<file path="config.mk">
export PLATFORM = sky130hd
export DESIGN_NAME = frame_pacing_timer
export DESIGN_NICKNAME = d
export VERILOG_FILES = /design/src/rtl/core/frp_pkg.sv /design/src/rtl/core/frp_dpath.sv /design/src/rtl/core/frp_ctrl.sv /design/src/rtl/core/frame_pacing_timer.sv
export SDC_FILE = /design/constraint.sdc
export NUM_CORES = 2
export LEC_CHECK = 0
export ABC_AREA = 1
export BUFFER_PORTS_ARGS = -buffer_cell sky130_fd_sc_hd__buf_2
export CAP_MARGIN = 20
export CORE_AREA = 2 2 379 381
export DETAILED_ROUTE_END_ITERATION = 10
export DIE_AREA = 0 0 381 383
export GPL_TIMING_DRIVEN = 0
export PLACE_DENSITY = 0.66
export SLEW_MARGIN = 20
export SYNTH_ARGS = -nofsm -noshare
export SYNTH_HDL_FRONTEND = slang
export SYNTH_HIERARCHICAL = 1
export SYNTH_SLANG_ARGS = --single-unit
</file>
<file path="constraint.sdc">
create_clock -name clock -period 49.8 [get_ports clock]
set_clock_uncertainty 0.1 [all_clocks]
set_input_delay 2.49 -clock clock [delete_from_list [all_inputs] [get_ports clock]]
set_output_delay 2.49 -clock clock [all_outputs]
set_load 0.05 [all_outputs]
</file>
<file path="src/rtl/core/frp_pkg.sv">
// types, constants and control structs of the frame pacing timer
`default_nettype none

package frp_pkg;

   localparam int CFG_W       = 32;
   localparam int MULT_W      = 4;
   localparam int COUNT_W     = 64;
   localparam int DELTA_W     = 35;
   localparam int HIST_LOG2   = 2;
   localparam int HIST_DEPTH  = 1 << HIST_LOG2;
   localparam int SUM_W       = DELTA_W + HIST_LOG2;
   localparam int SLOW_FACTOR = 8;
   localparam int LIM_W       = CFG_W + $clog2(SLOW_FACTOR);
   localparam int ACC_W       = DELTA_W + 1;
   localparam int GROUP_W     = CFG_W + MULT_W;
   localparam int THR_W       = GROUP_W + 1;
   localparam int MAX_RESULTS = 8;
   localparam int CNT_W       = $clog2(MAX_RESULTS + (1 << MULT_W));
   localparam int CSR_IDX_W   = 2;

   localparam logic [CFG_W-1:0]  RESET_PERIOD = CFG_W'(166667);
   localparam logic [CFG_W-1:0]  RESET_TOL    = CFG_W'(2000);
   localparam logic [MULT_W-1:0] RESET_MULT   = MULT_W'(1);
   localparam logic [SUM_W-1:0]  RESET_SUM    = SUM_W'(HIST_DEPTH) * SUM_W'(RESET_PERIOD);

   typedef enum logic [CSR_IDX_W-1:0] {
      CSR_FRAME_PERIOD = 2'd0,
      CSR_VSYNC_BASE   = 2'd1,
      CSR_SNAP_TOL     = 2'd2,
      CSR_UPDATE_MULT  = 2'd3
   } csr_index_type;

   typedef enum logic [2:0] {
      SNAP_ONE,
      SNAP_TWO,
      SNAP_THREE,
      SNAP_FOUR,
      SNAP_HALF
   } snap_sel_type;

   typedef struct packed {
      logic         load;
      logic         clamp;
      logic         snap;
      snap_sel_type snap_sel;
      logic         hist;
      logic         add;
      logic         resync;
      logic         emit_pulse;
      logic         emit_idle;
      logic         last;
   } dp_cmd_type;

   typedef struct packed {
      logic              snap_hit;
      logic              group_ok;
      logic              more_ok;
      logic [MULT_W-1:0] mult;
      logic              out_free;
   } dp_status_type;

endpackage

`default_nettype wire

</file>
<file path="src/rtl/core/frp_dpath.sv">
// datapath: config registers, delta, snap, history average, accumulator, result register
`default_nettype none

module frp_dpath
   import frp_pkg::*;
(
   input  wire logic                 clock,
   input  wire logic                 reset,
   input  wire logic                 csr_valid,
   input  wire logic [CSR_IDX_W-1:0] csr_index,
   input  wire logic [CFG_W-1:0]     csr_data,
   input  wire logic [COUNT_W-1:0]   req_counter_value,
   input  wire dp_cmd_type           cmd,
   output dp_status_type             status,
   input  wire logic                 rsp_ready,
   output logic                      rsp_valid,
   output logic                      rsp_update_now,
   output logic [DELTA_W-1:0]        rsp_smoothed_delta,
   output logic [DELTA_W-1:0]        rsp_accumulator_left,
   output logic                      rsp_resynced,
   output logic                      rsp_last
);

   logic [CFG_W-1:0]   period_ff, period_in;
   logic [CFG_W-1:0]   base_ff, base_in;
   logic [CFG_W-1:0]   tol_ff, tol_in;
   logic [MULT_W-1:0]  mult_ff, mult_in;
   logic [COUNT_W-1:0] prev_ff, prev_in;
   logic [COUNT_W-1:0] diff_ff, diff_in;
   logic [LIM_W-1:0]   limit_ff, limit_in;
   logic [GROUP_W-1:0] group_ff, group_in;
   logic [THR_W-1:0]   thr_ff, thr_in;
   logic [DELTA_W-1:0] three_ff, three_in;
   logic [CFG_W-1:0]   half_ff, half_in;
   logic [DELTA_W-1:0] delta_ff, delta_in;
   logic [DELTA_W-1:0] hist_ff [HIST_DEPTH];
   logic [DELTA_W-1:0] hist_in [HIST_DEPTH];
   logic [SUM_W-1:0]   sum_ff, sum_in;
   logic [ACC_W-1:0]   acc_ff, acc_in;
   logic [DELTA_W-1:0] smooth_ff, smooth_in;
   logic               rs_ff, rs_in;
   logic               pending_ff, pending_in;
   logic               out_valid_ff, out_valid_in;
   logic               out_pulse_ff, out_pulse_in;
   logic [DELTA_W-1:0] out_smooth_ff, out_smooth_in;
   logic [DELTA_W-1:0] out_acc_ff, out_acc_in;
   logic               out_rs_ff, out_rs_in;
   logic               out_last_ff, out_last_in;

   logic [MULT_W-1:0]  mult_eff;
   logic [DELTA_W-1:0] target;
   logic [DELTA_W-1:0] abs_diff;
   logic               snap_hit;
   logic               diff_big;
   logic [DELTA_W-1:0] clamped;
   logic [DELTA_W-1:0] smooth_avg;
   logic [ACC_W-1:0]   acc_sub;
   logic [CFG_W:0]     base_inc;
   logic               out_free;

   assign mult_eff = (mult_ff == '0) ? MULT_W'(1) : mult_ff;
   assign out_free = !out_valid_ff || rsp_ready;

   always_comb begin
      case (cmd.snap_sel)
         SNAP_ONE:   target = DELTA_W'(base_ff);
         SNAP_TWO:   target = DELTA_W'({base_ff, 1'b0});
         SNAP_THREE: target = three_ff;
         SNAP_FOUR:  target = DELTA_W'({base_ff, 2'b00});
         SNAP_HALF:  target = DELTA_W'(half_ff);
         default:    target = DELTA_W'(base_ff);
      endcase
   end

   assign abs_diff = (delta_ff >= target) ? (delta_ff - target) : (target - delta_ff);
   assign snap_hit = abs_diff < DELTA_W'(tol_ff);

   // differences beyond the slow-frame limit count as one period, negative differences as zero
   assign diff_big = (diff_ff[COUNT_W-1:LIM_W] != '0) || (diff_ff[LIM_W-1:0] > limit_ff);
   assign clamped  = diff_ff[COUNT_W-1] ? '0 :
                     diff_big ? DELTA_W'(period_ff) : diff_ff[DELTA_W-1:0];

   assign smooth_avg = sum_ff[SUM_W-1:HIST_LOG2];
   assign acc_sub    = acc_ff - ACC_W'(period_ff);
   assign base_inc   = {1'b0, base_ff} + (CFG_W+1)'(1);

   assign status.snap_hit = snap_hit;
   assign status.group_ok = (period_ff != '0) && (THR_W'(acc_ff) >= THR_W'(group_ff));
   assign status.more_ok  = THR_W'(acc_ff) >= thr_ff;
   assign status.mult     = mult_eff;
   assign status.out_free = out_free;

   always_comb begin
      period_in     = period_ff;
      base_in       = base_ff;
      tol_in        = tol_ff;
      mult_in       = mult_ff;
      prev_in       = prev_ff;
      diff_in       = diff_ff;
      limit_in      = limit_ff;
      group_in      = group_ff;
      thr_in        = thr_ff;
      three_in      = three_ff;
      half_in       = half_ff;
      delta_in      = delta_ff;
      hist_in       = hist_ff;
      sum_in        = sum_ff;
      acc_in        = acc_ff;
      smooth_in     = smooth_ff;
      rs_in         = rs_ff;
      pending_in    = pending_ff;
      out_valid_in  = out_valid_ff && !rsp_ready;
      out_pulse_in  = out_pulse_ff;
      out_smooth_in = out_smooth_ff;
      out_acc_in    = out_acc_ff;
      out_rs_in     = out_rs_ff;
      out_last_in   = out_last_ff;

      if (csr_valid) begin
         case (csr_index_type'(csr_index))
            CSR_FRAME_PERIOD: period_in = csr_data;
            CSR_VSYNC_BASE:   base_in   = csr_data;
            CSR_SNAP_TOL:     tol_in    = csr_data;
            CSR_UPDATE_MULT:  mult_in   = csr_data[MULT_W-1:0];
            default:          period_in = period_ff;
         endcase
      end

      if (cmd.load) begin
         diff_in  = req_counter_value - prev_ff;
         prev_in  = req_counter_value;
         limit_in = LIM_W'(period_ff) * LIM_W'(SLOW_FACTOR);
         group_in = GROUP_W'(period_ff) * GROUP_W'(mult_eff);
         three_in = DELTA_W'({base_ff, 1'b0}) + DELTA_W'(base_ff);
         half_in  = base_inc[CFG_W:1];
      end

      if (cmd.clamp) begin
         delta_in = clamped;
         // next group needs one more period on top of the group size
         thr_in   = THR_W'(group_ff) + THR_W'(period_ff);
      end

      if (cmd.snap && snap_hit) begin
         delta_in = target;
      end

      if (cmd.hist) begin
         for (int i = 0; i < HIST_DEPTH - 1; i++) begin
            hist_in[i] = hist_ff[i+1];
         end
         hist_in[HIST_DEPTH-1] = delta_ff;
         sum_in = sum_ff - SUM_W'(hist_ff[0]) + SUM_W'(delta_ff);
      end

      if (cmd.add) begin
         acc_in    = acc_ff + ACC_W'(smooth_avg);
         smooth_in = smooth_avg;
      end

      if (cmd.resync) begin
         if (pending_ff || (acc_ff > ACC_W'(limit_ff))) begin
            acc_in    = '0;
            smooth_in = DELTA_W'(period_ff);
            rs_in     = 1'b1;
         end else begin
            rs_in = 1'b0;
         end
         pending_in = 1'b0;
      end

      if (cmd.emit_pulse) begin
         acc_in        = acc_sub;
         out_valid_in  = 1'b1;
         out_pulse_in  = 1'b1;
         out_smooth_in = smooth_ff;
         out_acc_in    = acc_sub[DELTA_W-1:0];
         out_rs_in     = rs_ff;
         out_last_in   = cmd.last;
      end else if (cmd.emit_idle) begin
         out_valid_in  = 1'b1;
         out_pulse_in  = 1'b0;
         out_smooth_in = smooth_ff;
         out_acc_in    = acc_ff[DELTA_W-1:0];
         out_rs_in     = rs_ff;
         out_last_in   = 1'b1;
      end
   end

   always_ff @(posedge clock) begin
      if (reset) begin
         period_ff    <= RESET_PERIOD;
         base_ff      <= RESET_PERIOD;
         tol_ff       <= RESET_TOL;
         mult_ff      <= RESET_MULT;
         prev_ff      <= '0;
         for (int i = 0; i < HIST_DEPTH; i++) begin
            hist_ff[i] <= DELTA_W'(RESET_PERIOD);
         end
         sum_ff       <= RESET_SUM;
         acc_ff       <= '0;
         pending_ff   <= 1'b1;
         out_valid_ff <= 1'b0;
      end else begin
         period_ff    <= period_in;
         base_ff      <= base_in;
         tol_ff       <= tol_in;
         mult_ff      <= mult_in;
         prev_ff      <= prev_in;
         hist_ff      <= hist_in;
         sum_ff       <= sum_in;
         acc_ff       <= acc_in;
         pending_ff   <= pending_in;
         out_valid_ff <= out_valid_in;
      end
   end

   always_ff @(posedge clock) begin
      diff_ff       <= diff_in;
      limit_ff      <= limit_in;
      group_ff      <= group_in;
      thr_ff        <= thr_in;
      three_ff      <= three_in;
      half_ff       <= half_in;
      delta_ff      <= delta_in;
      smooth_ff     <= smooth_in;
      rs_ff         <= rs_in;
      out_pulse_ff  <= out_pulse_in;
      out_smooth_ff <= out_smooth_in;
      out_acc_ff    <= out_acc_in;
      out_rs_ff     <= out_rs_in;
      out_last_ff   <= out_last_in;
   end

   assign rsp_valid            = out_valid_ff;
   assign rsp_update_now       = out_pulse_ff;
   assign rsp_smoothed_delta   = out_smooth_ff;
   assign rsp_accumulator_left = out_acc_ff;
   assign rsp_resynced         = out_rs_ff;
   assign rsp_last             = out_last_ff;

endmodule

`default_nettype wire

</file>
<file path="src/rtl/core/frp_ctrl.sv">
// controller: sequences the datapath steps and the update pulses of one frame
`default_nettype none

module frp_ctrl
   import frp_pkg::*;
(
   input  wire logic          clock,
   input  wire logic          reset,
   input  wire logic          req_valid,
   output logic               req_ready,
   input  wire dp_status_type status,
   output dp_cmd_type         cmd
);

   typedef enum logic [2:0] {
      ST_IDLE,
      ST_CLAMP,
      ST_SNAP,
      ST_HIST,
      ST_ADD,
      ST_RESYNC,
      ST_CHECK,
      ST_EMIT
   } state_type;

   state_type         state_ff, state_in;
   snap_sel_type      snap_ff, snap_in;
   logic [CNT_W-1:0]  cnt_ff, cnt_in;
   logic [MULT_W-1:0] grp_ff, grp_in;

   logic first_room;
   logic group_room;
   logic group_end;
   logic go_on;

   assign first_room = CNT_W'(status.mult) <= CNT_W'(MAX_RESULTS);
   assign group_room = (cnt_ff + CNT_W'(1) + CNT_W'(status.mult)) <= CNT_W'(MAX_RESULTS);
   assign group_end  = grp_ff == (status.mult - MULT_W'(1));
   assign go_on      = status.more_ok && group_room;

   assign req_ready = state_ff == ST_IDLE;

   always_comb begin
      cmd          = '0;
      cmd.snap_sel = snap_ff;
      state_in     = state_ff;
      snap_in      = snap_ff;
      cnt_in       = cnt_ff;
      grp_in       = grp_ff;

      case (state_ff)
         ST_IDLE: begin
            if (req_valid) begin
               cmd.load = 1'b1;
               state_in = ST_CLAMP;
            end
         end
         ST_CLAMP: begin
            cmd.clamp = 1'b1;
            snap_in   = SNAP_ONE;
            state_in  = ST_SNAP;
         end
         ST_SNAP: begin
            cmd.snap = 1'b1;
            if (status.snap_hit || (snap_ff == SNAP_HALF)) begin
               state_in = ST_HIST;
            end else begin
               case (snap_ff)
                  SNAP_ONE:   snap_in = SNAP_TWO;
                  SNAP_TWO:   snap_in = SNAP_THREE;
                  SNAP_THREE: snap_in = SNAP_FOUR;
                  SNAP_FOUR:  snap_in = SNAP_HALF;
                  default:    snap_in = SNAP_HALF;
               endcase
            end
         end
         ST_HIST: begin
            cmd.hist = 1'b1;
            state_in = ST_ADD;
         end
         ST_ADD: begin
            cmd.add  = 1'b1;
            state_in = ST_RESYNC;
         end
         ST_RESYNC: begin
            cmd.resync = 1'b1;
            state_in   = ST_CHECK;
         end
         ST_CHECK: begin
            if (status.group_ok && first_room) begin
               cnt_in   = '0;
               grp_in   = '0;
               state_in = ST_EMIT;
            end else if (status.out_free) begin
               // frame with no update still gives one transaction
               cmd.emit_idle = 1'b1;
               cmd.last      = 1'b1;
               state_in      = ST_IDLE;
            end
         end
         ST_EMIT: begin
            if (status.out_free) begin
               cmd.emit_pulse = 1'b1;
               cmd.last       = group_end && !go_on;
               if (group_end && !go_on) begin
                  state_in = ST_IDLE;
               end else begin
                  cnt_in = cnt_ff + CNT_W'(1);
                  grp_in = group_end ? '0 : grp_ff + MULT_W'(1);
               end
            end
         end
         default: begin
            state_in = ST_IDLE;
         end
      endcase
   end

   always_ff @(posedge clock) begin
      if (reset) begin
         state_ff <= ST_IDLE;
         snap_ff  <= SNAP_ONE;
         cnt_ff   <= '0;
         grp_ff   <= '0;
      end else begin
         state_ff <= state_in;
         snap_ff  <= snap_in;
         cnt_ff   <= cnt_in;
         grp_ff   <= grp_in;
      end
   end

endmodule

`default_nettype wire

</file>
<file path="src/rtl/core/frame_pacing_timer.sv">
// top level of the frame pacing timer: controller and datapath
// the difference is formed at acceptance, then the clamp step, one to five snap compares,
// history, add, resync and check: a frame without an update then shows a single idle result,
// a frame with pulses gives one pulse a cycle in the emit state while the output is free
// a new frame is accepted only after the last result of the previous one is issued
// synchronous reset loads the register defaults, a history of 166667 and arms resync
`default_nettype none

module frame_pacing_timer
   import frp_pkg::*;
(
   input  wire logic                 clock,
   input  wire logic                 reset,
   input  wire logic                 csr_valid,
   output logic                      csr_ready,
   input  wire logic [CSR_IDX_W-1:0] csr_index,
   input  wire logic [CFG_W-1:0]     csr_data,
   input  wire logic                 req_valid,
   output logic                      req_ready,
   input  wire logic [COUNT_W-1:0]   req_counter_value,
   output logic                      rsp_valid,
   input  wire logic                 rsp_ready,
   output logic                      rsp_update_now,
   output logic [DELTA_W-1:0]        rsp_smoothed_delta,
   output logic [DELTA_W-1:0]        rsp_accumulator_left,
   output logic                      rsp_resynced,
   output logic                      rsp_last
);

   dp_cmd_type    cmd;
   dp_status_type status;

   assign csr_ready = 1'b1;

   frp_ctrl u_ctrl (
      .clock     (clock),
      .reset     (reset),
      .req_valid (req_valid),
      .req_ready (req_ready),
      .status    (status),
      .cmd       (cmd)
   );

   frp_dpath u_dpath (
      .clock                (clock),
      .reset                (reset),
      .csr_valid            (csr_valid),
      .csr_index            (csr_index),
      .csr_data             (csr_data),
      .req_counter_value    (req_counter_value),
      .cmd                  (cmd),
      .status               (status),
      .rsp_ready            (rsp_ready),
      .rsp_valid            (rsp_valid),
      .rsp_update_now       (rsp_update_now),
      .rsp_smoothed_delta   (rsp_smoothed_delta),
      .rsp_accumulator_left (rsp_accumulator_left),
      .rsp_resynced         (rsp_resynced),
      .rsp_last             (rsp_last)
   );

endmodule

`default_nettype wire

</file>
==> metrics.txt <==
count of yosys warnings during synthesis=6; Post-Syn Area per Cell=approximately 7.4 sq um; required time of the critical path=~50000 ps; most frequent CP cell=nand2_1; cts repair resizes=0; post-synth top area cell=edfxtp_1; gr usage total=0.2938; maximum level of the CTS H-tree=3; share of synthesized area occupied by flip-flops and latches=0.3349; Max Cap Violations=0; pin count of the biggest net entering global routing=between 50 and 60; post-synth cell types=between 60 and 70; slew of the pin with the lowest slew margin=around 1200 ps; Final GP Congestion=a little over 1; peak per-stage delay on the critical path=630 ps; post-route fraction of the period consumed by the critical path=0.1795; count of nets left with antenna violations after detail routing=0; number of antenna violations at the first check in global routing=38; maximum clock path buffer count=3; final setup violation count=0; Critical Path End Type=register; routed via count divided by cell count=5.538; most frequently used flop master after synthesis=dfxtp_1; clock slew at the register clock pins of the worst setup and hold paths=60 ps; Final Instance Count excl. Fillers=approximately 9900; initial detailed-routing violation count=roughly 5600; number of placed I/O pins=around 180; TritonCTS clock tree=yes; Remaining DRCs=0; Port-buffer cells=~180; worst slew slack as a fraction of its limit=0.2225; fin. max-slew vios=0; overall overflow remaining after global route=0; Storage cell area=18880 sq um; largest cells by area after synthesis=edfxtp_1 18%, dfxtp_1 15%, ha_1 11%; fraction of layout cells with a size suffix above 1=0.05641; latest clock arrival within the worst-skew pair=about 740 ps; Yosys reg bits=slightly below 800; Syn Nets=~8300; Total Die Area=between 100000 and 150000 sq um; Synth Cell Area=between 50000 and 60000 sq um; number of placed instances, taps included=~9700; element type at the critical path start=register; count of hold buffers inserted by post-cts repair=0; static power due to leakage=28.93 nW; Hold WC Path Type=reg -> reg; overall via count from detail_route=roughly 55000; Max Fclk=~110 MHz; Initial Utilization=0.3962; unrepaired setup endpoints after global routing=false; routed length per placed instance=roughly 22 um; area added between synthesis and finish=11.79%; CTS root buffer=clkbuf_16; total power per unit cell area=just over 60 nW/um^2; startpoint-to-endpoint class of the critical path=reg -> reg; number of hold-slack violations in the final timing report=0; Post-Route Setup TNS=0 ps; width of the chip=381 um; number of enable flip-flop cells after synthesis=about 340; vias in the first global route=between 50000 and 60000; first-pass GRT wire length=about 320 mm; proportion of register bits with asynchronous set or reset after synthesis=0; fillcell total=around 15000; peak supply drop=30.33 uV; layout net count=about 8600; number of rows in the core area=about 140; arrival time at the worst endpoint=~9400 ps; number of CTS-inserted buffers=89; internal reg-to-reg setup slack=40860 ps; area fraction of the dominant cell type after synthesis=0.1822; area of the placeable core=~140000 sq um; run status=finished, final reports clean; number of setup buffers added after CTS=0; clk sinks=about 770; Post-DP HPWL=between 150 and 200 mm; total area of multi-input combinational cells=roughly 32000 sq um; maximum fanout along the worst path=10; Die H=383 um; time the final worst path needs with I/O delays and setup=just under 9000 ps; number of iterations in the first detailed-routing pass=6; final non-filler cell area=63020 sq um; Gate Count Post-Synth=about 7600; area post-placement=approximately 60000 sq um; total routed wirelength=220.9 mm; Crit-path slowest cell=nor3_2
==> metrics by stage <==
step / worst slack [ps] / utilization / total power, W / hold slack, ps
after detailed placement: 40970 / 0.4215 / 0.003111 / 319.7
final: 40860 / 0.4430 / 0.003845 / 340.5
after floorplan: 31080 / - / 0.002421 / 300.3
after CTS: 40930 / 0.4428 / 0.003806 / 338.9
after global placement: 20460 / 0.4192 / 0.003111 / 317.1
after global routing: 40450 / 0.4429 / 0.004115 / 355.4
==> layer usage <==
metal / vias up / global-route usage / wire [um]
li1: 25970 / - / -
met1: 25590 / 0.3831 / 91730
met2: 2492 / 0.4559 / 95190
met3: 591 / 0.06557 / 20660
met4: 42 / 0.1503 / 13040
met5: - / 0 / 261
==> synthesized netlist by cell type, types with 27 or more instances <==
library cell and instances:
dfxtp_1 430, nand4_1 117, o21ai_0 745, clkbuf_1 185, nand3_1 247, nor2_1 716, a21oi_1 769, nor4_1 39
nor3_1 59, inv_1 1208, o211ai_1 93, o21a_1 27, fa_1 103, xor2_1 169, xnor2_1 89, edfxtp_1 342
ha_1 513, a21o_1 53, o21ai_1 31, nand2_1 1332, a31oi_1 94, o21bai_1 30
==> final timing paths <==
path                                                startpoint                                       end  cells after the start
worst min register to register   u_dpath/smooth_ff[25]$_DFF_P_  u_dpath/rsp_smoothed_delta[25]$_DFFE_PP_                      0
worst min-delay path             u_dpath/smooth_ff[25]$_DFF_P_  u_dpath/rsp_smoothed_delta[25]$_DFFE_PP_                      0
worst max-delay path            u_ctrl/snap_ff[1]$_SDFFE_PP0P_            u_ctrl/snap_ff[1]$_SDFFE_PP0P_                     40
worst max register to register  u_ctrl/snap_ff[1]$_SDFFE_PP0P_            u_ctrl/snap_ff[1]$_SDFFE_PP0P_                     40
==> cells by family after synthesis <==
logic type / synth area share
AND/OR/NAND/NOR: 0.1893
adder cells (fa/ha/maj): 0.1504
flip-flops: 0.3349
other: 0.00006652
XOR/XNOR: 0.04009
multiplexers: 0.0007103
AO/OA/AOI/OAI: 0.1875
buffers and inverters: 0.09706
==> where the power goes <==
| part | switching [W] | internal [W] |
|---|---|---|
| Clock | 0.000296 | 0.000386 |
| Combinational | 0.00147 | 0.000683 |
| Sequential | 0.000146 | 0.000861 |
==> placed cells by master, fill, tap and decap left out, drive strengths merged, types with 4 or more instances in the layout <==
master and n:
a31oi 94, clkinvlp 5, nand4 117, o31ai 5, dfxtp 430, buf 237
a21boi 18, o221ai 11, xnor2 89, mux2i 4, nor4 39, o2111ai 8
ha 513, inv 1225, o21bai 30, nand3 251, o21a 27, a21o 53
nand2 1340, a2111oi 6, o21ai 786, nand3b 19, nor2 728, diode 11
fa 103, or2 10, edfxtp 342, bufinv 6, a211oi 17, a21oi 770
o211ai 93, nor3 62, clkbuf 299, clkinv 35, xor2 169
==> layout make-up <==
class	instances	area share
Clock inverter	54	0.009212
Inverter	1217	0.07249
Multi-Input combinational cell	5381	0.5087
Clock buffer	113	0.03887
Timing Repair Buffer	205	0.01854
Sequential cell	772	0.2996
Antenna cell	11	0.0004368
Tap cell	1903	0.03778
Buffer	218	0.01435
==> sequential cells by signal, indices dropped and copies added (netlist names), 35 cells and up <==
| signal | flops |
|---|---|
| u_dpath/diff_ff | 64 |
| u_dpath/thr_ff | 37 |
| u_dpath/rsp_accumulator_left | 35 |
| u_dpath/delta_ff | 35 |
| u_dpath/sum_ff | 37 |
| u_dpath/smooth_ff | 35 |
| u_dpath/acc_ff | 36 |
| u_dpath/prev_ff | 64 |
| u_dpath/rsp_smoothed_delta | 35 |
| u_dpath/group_ff | 36 |
| u_dpath/hist_ff | 140 |
==> worst max-delay path: cells and delay by family, from the launching register on <==
family	cells	cell delay, ps
compound gates	9	1730
xor+xnor	1	250
fa+ha+maj	2	870
flops	1	610
simple gates	20	3730
buf+inv	8	1470
No activity file was read; power rests on OpenSTA's default activity.
